<file path="src/design/vls_pkg.sv">
// ============================================================================
// vls_pkg: shared types and constants for the voxel light splat block
// Holds the command codes, register indexes, default sizes and the request
// and response records between the sequencer and the shared arithmetic unit.
// ============================================================================
package vls_pkg;

  // Default grid size and splat span
  localparam int unsigned GRID_SIDE_DEF = 64;
  localparam int unsigned MAX_SPLAT_DEF = 8;

  // Datapath width of the shared unit and width of its step counter
  localparam int unsigned UW    = 64;
  localparam int unsigned STEPW = 6;

  // Stream payload widths
  localparam int unsigned IN_DATA_W  = 240;
  localparam int unsigned IN_USER_W  = 2;
  localparam int unsigned OUT_DATA_W = 32;
  localparam int unsigned OUT_USER_W = 1;

  // Configuration register indexes
  localparam int unsigned CFG_IDX_W = 3;
  localparam logic [CFG_IDX_W-1:0] CFG_MIN_X = 3'd0;
  localparam logic [CFG_IDX_W-1:0] CFG_MIN_Y = 3'd1;
  localparam logic [CFG_IDX_W-1:0] CFG_MIN_Z = 3'd2;
  localparam logic [CFG_IDX_W-1:0] CFG_MAX_X = 3'd3;
  localparam logic [CFG_IDX_W-1:0] CFG_MAX_Y = 3'd4;
  localparam logic [CFG_IDX_W-1:0] CFG_MAX_Z = 3'd5;

  typedef enum logic [1:0] {
    CMD_CLEAR  = 2'd0,
    CMD_INJECT = 2'd1,
    CMD_READ   = 2'd2
  } vls_cmd_e;

  typedef enum logic {
    OP_DIV  = 1'b0,
    OP_SQRT = 1'b1
  } vls_op_e;

  // Start request for the shared unit
  typedef struct packed {
    logic             start;
    vls_op_e          op;
    logic [UW-1:0]    rem;
    logic [UW-1:0]    tinit;
    logic [STEPW-1:0] steps;
  } vls_ureq_t;

  // Status and result of the shared unit
  typedef struct packed {
    logic          busy;
    logic [UW-1:0] acc;
  } vls_ursp_t;

endpackage

</file>
<file path="src/design/vls_unit.sv">
// ============================================================================
// vls_unit: shared bit-serial divide and square root unit
// Restoring division (one quotient bit per cycle) or integer square root
// (two radicand bits per cycle) over one compare and subtract.
// ============================================================================
module vls_unit (
  input  logic                clk_i,
  input  logic                rst_ni,
  input  vls_pkg::vls_ureq_t  req_i,
  output vls_pkg::vls_ursp_t  rsp_o
);

  logic [vls_pkg::UW-1:0]    rem_q, rem_d;
  logic [vls_pkg::UW-1:0]    t_q, t_d;
  logic [vls_pkg::UW-1:0]    acc_q, acc_d;
  logic [vls_pkg::STEPW-1:0] cnt_q;
  logic                      busy_q;
  vls_pkg::vls_op_e          op_q;
  logic [vls_pkg::UW-1:0]    cand;
  logic                      ge;

  // One recurrence step
  always_comb begin
    cand  = (op_q == vls_pkg::OP_DIV) ? t_q : acc_q + t_q;
    ge    = (rem_q >= cand);
    rem_d = ge ? rem_q - cand : rem_q;
    if (op_q == vls_pkg::OP_DIV) begin
      acc_d = {acc_q[vls_pkg::UW-2:0], ge};
      t_d   = t_q >> 1;
    end else begin
      acc_d = ge ? (acc_q >> 1) + t_q : acc_q >> 1;
      t_d   = t_q >> 2;
    end
  end

  // Step counter and busy flag
  always_ff @(posedge clk_i or negedge rst_ni) begin
    if (!rst_ni) begin
      busy_q <= 1'b0;
      cnt_q  <= '0;
    end else if (req_i.start) begin
      busy_q <= 1'b1;
      cnt_q  <= req_i.steps;
    end else if (busy_q) begin
      cnt_q <= cnt_q - 1'b1;
      if (cnt_q == vls_pkg::STEPW'(1)) begin
        busy_q <= 1'b0;
      end
    end
  end

  // Operand registers
  always_ff @(posedge clk_i) begin
    if (req_i.start) begin
      rem_q <= req_i.rem;
      t_q   <= req_i.tinit;
      acc_q <= '0;
      op_q  <= req_i.op;
    end else if (busy_q) begin
      rem_q <= rem_d;
      t_q   <= t_d;
      acc_q <= acc_d;
    end
  end

  assign rsp_o.busy = busy_q;
  assign rsp_o.acc  = acc_q;

endmodule

</file>
<file path="config.mk">
export PLATFORM = sky130hd
export DESIGN_NAME = vls_unit
export DESIGN_NICKNAME = d
export VERILOG_FILES = /design/src/design/vls_pkg.sv /design/src/design/vls_unit.sv
export SDC_FILE = /design/constraint.sdc
export NUM_CORES = 1
export LEC_CHECK = 0
export ABC_CLOCK_PERIOD_IN_PS = 8000
export CORE_MARGIN = 10
export CORE_UTILIZATION = 30
export CTS_CLUSTER_SIZE = 28
export DETAILED_ROUTE_END_ITERATION = 8
export DONT_BUFFER_PORTS = 1
export PLACE_DENSITY = 0.56
export SETUP_SLACK_MARGIN = 0.05
export SYNTH_ARGS = -nofsm -noshare
export SYNTH_HDL_FRONTEND = slang
export SYNTH_SLANG_ARGS = --single-unit
export TNS_END_PERCENT = 30
</file>
<file path="constraint.sdc">
create_clock -name clk_i -period 8 [get_ports clk_i]
set_clock_uncertainty 0.05 [all_clocks]
set_input_delay 0.4 -clock clk_i [delete_from_list [all_inputs] [get_ports clk_i]]
set_output_delay 0.4 -clock clk_i [all_outputs]
set_load 0.02 [all_outputs]
</file>
==> flow_summary.toml <==
[status]
run_status = "complete, no violations"

[global_routing]
grt_usage_pct = 17.4
grtUsageMet3_pct = 5.61
met2_usage_pct = 26.0
grt_overflow = 0
antenna_found_initial = 21
grt.busiest_layer = "met2"
grt_util_met1_pct = 23.6
grt_pass1_wl_um = 112000
grt_max_degree = 271
grt_pass1_vias = 18400

[floorplanning]
die-area_um2 = 82000
rows = 97
start_util_pct = 30.4
io_pins = 203
core_um2 = 70100
dieWidth_um = 286
die_h_um = 286

[logic_synthesis]
async_flop_share_pct = 3.50
synth_top_area_cell = "edfxtp_1"
yosys-top-cells-count = "a21oi_1 (380), nand2_1 (332), o21ai_0 (246), ha_1 (192), nor2_1 (154)"
yosys.area.top_type_share_pct = 18.2
synth_cells = 2732
synth.most_common_cell = "a21oi_1"
syn_area_per_cell_um2 = 7.79
synth-edff-count = 129
synthesis.nets = 3065
yosysSeqAreaShare_pct = 25.0
synth.distinct_cells = 108
synth_flop_cell = "edfxtp_1"
ys_seq_elements = 200
synth_area_um2 = 21300
ys_top_cells_by_area = "edfxtp_1 (18%), ha_1 (11%), a21oi_1 (8.9%)"
yosysWarnings = 0

[power]
total_power_mw = 8.94
ir_drop_mv = 0.197
p_per_area_nw_per_um2 = 395
power.leakage_nw = 9.31

[detailed_routing]
vias = 19700
routed_via_density = 5.54
drtIter0Drc = 1757
dr.pass1.iters = 6
totalWireLength_um = 73900
drc = 0
postRouteAntennaNets = 0
wl_per_cell_um = 20.7

[clocking]
cts-root-buf = "clkbuf_16"
cts_tree = "yes"
clk_path_buf_depth = 2
numCtsBuffers = 17
path_clk_slew_ns = 0.09
clk_latency_ns = 0.52
h-tree-depth = 4
clock-sinks = 200
post-cts-setup-buffer-count = 0

[timing]
period_share_pct = 85.3
fmax_mhz = 147
min_period_ns = 6.82
grt_setup_unrepaired = "false"
tightest_slew_ns = 1.14
setup_viol = 0
finalHoldViolCount = 0
fin_setup_tns_ns = 0
finalMaxSlewViolations = 0
relSlewSlack_pct = 24.2

[setup_path]
crit_arrival_ns = 7.19
cp-start-kind = "register"
endpoint_kind = "register"
crit_fanout = 36
required_ns = 8.37
path_class = "register to register"

[min_path]
worst_hold_path_type = "input port to register"

[flow_run]
maxCapViolations = 0

[placed_design]
gp_congestion = 0.920
port_buffers = 0
place.detailed.hpwl_um = 58000

[final_layout]
layout.nets = 2941
layout-drive-gt1-share_pct = 4.50
fillers = 7577
areaGrowthSynthToFinish_pct = 6.28
[kinds of logic after synthesis]
logic type      count (synthesis)  share of synthesized area (%)
compound gates               1078                           31.9
simple gates                  826                           18.6
buf+inv                       240                           4.75
flops                         200                           25.0
fa+ha+maj                     195                           11.6
xor+xnor                      168                           6.91
mux                            25                           1.26
[power by group]
part	internal [mW]	total [mW]	switching, mW
Clock	0.475	0.954	0.479
Sequential	1.55	2.08	0.528
Combinational	2.35	5.90	3.55
[sequential cells by signal, indices dropped and copies added, names as in the netlist]
name    cells
rem_q      64
acc_q      64
t_q        64
op_q        1
busy_q      1
cnt_q       6
[metal layers]
| metal | share of wire (%) | vias up |
|---|---|---|
| met3 | 7.8 | 94 |
| met5 | 0.31 | - |
| met4 | 2.4 | 36 |
| li1 | - | 9890 |
| met1 | 47 | 9226 |
| met2 | 42 | 490 |
[area by class of cell]
cell class	instances	area, um^2	share of cell area (%)
multi-input cells	2292	15000	66.1
flip-flops and latches	200	5330	23.6
well taps	940	1180	5.20
clock buffers	18	429	1.90
repair buffers	30	298	1.32
inverters	67	251	1.11
clock inverters	14	176	0.780
diodes	4	10.0	0.0442
[path summary, 6_finish.rpt]
path                                   startpoint                endpoint  slack (ns)  cells after the start
max                        acc_q[22]$_SDFFE_PP0P_  acc_q[56]$_SDFFE_PP0P_        1.18                     21
min                                      req_i[8]        t_q[2]$_DFFE_PP_        0.02                      2
max reg2reg                acc_q[22]$_SDFFE_PP0P_  acc_q[56]$_SDFFE_PP0P_        1.18                     21
min reg2reg                  cnt_q[5]$_DFFE_PN0P_        busy_q$_DFF_PN0_        0.51                      2
max in group asynchronous                  rst_ni        busy_q$_DFF_PN0_        7.46                      1
min in group asynchronous                  rst_ni    cnt_q[0]$_DFFE_PN0P_        0.17                      1
[what timing repair did]
action | 4_1_cts | 5_1_grt
endpoints found under the setup margin | 0 | 0
resized for setup | 0 | 0
hold buffers | 10 | 0
endpoints found under the hold margin | 45 | 0
[stage by stage]
step | hold WS, ns | cell area [um^2] | setup slack, ns | util (%) | instances
after floorplan | 0.0544 | 21300 | 1.14 | - | 2732
after global placement | 0.0547 | 21900 | 1.34 | 31.2 | 3519
after detailed placement | 0.0548 | 21900 | 1.24 | 31.2 | 3519
after CTS | 0.000218 | 22600 | 1.21 | 32.2 | 3561
after global routing | 0.0176 | 22600 | 0.746 | 32.2 | 3562
final | 0.0233 | 22600 | 1.18 | 32.3 | 3565
[worst max-delay path: stages, from the launching register on]
cell       delay [ns]
dfxtp_1          0.68
ha_1             0.40
a21o_1           0.22
a21o_1           0.17
a21o_1           0.18
a221o_1          0.32
a22o_2           0.34
a21oi_1          0.32
o21ai_1          0.24
a211oi_1         0.32
xnor2_1          0.17
a21oi_1          0.12
ha_1             0.44
nand4_1          0.18
or3_1            0.37
nor2_1           0.15
inv_1            0.08
o311a_1          0.48
and2_2           0.48
nor2_1           0.66
nand3_1          0.15
o2111ai_1        0.14
[cell usage in the layout, fill, tap and decap left out, types with 11 or more instances in the layout]
master       n
and4_1      14
a21oi_1    380
xor2_1      53
o21a_1      25
nand2b_1    20
o211ai_1    11
buf_4       17
mux2i_1     11
o31ai_1     16
nor2b_1     80
nor4_1      13
dfxtp_1     64
o31a_1      12
nand2_1    332
and3_1      22
a22o_1      15
nand4_1     59
mux2_2      12
edfxtp_1   129
xnor2_1    115
a31oi_1     36
a21o_1     141
clkbuf_16   17
nor2_1     153
nand3_1     37
or3_1       15
o21bai_1    40
inv_1       64
nor3_1      35
a211oi_1    24
o21ai_0    246
ha_1       192
o21ai_1     13
Power figures use the tool's default switching activity.
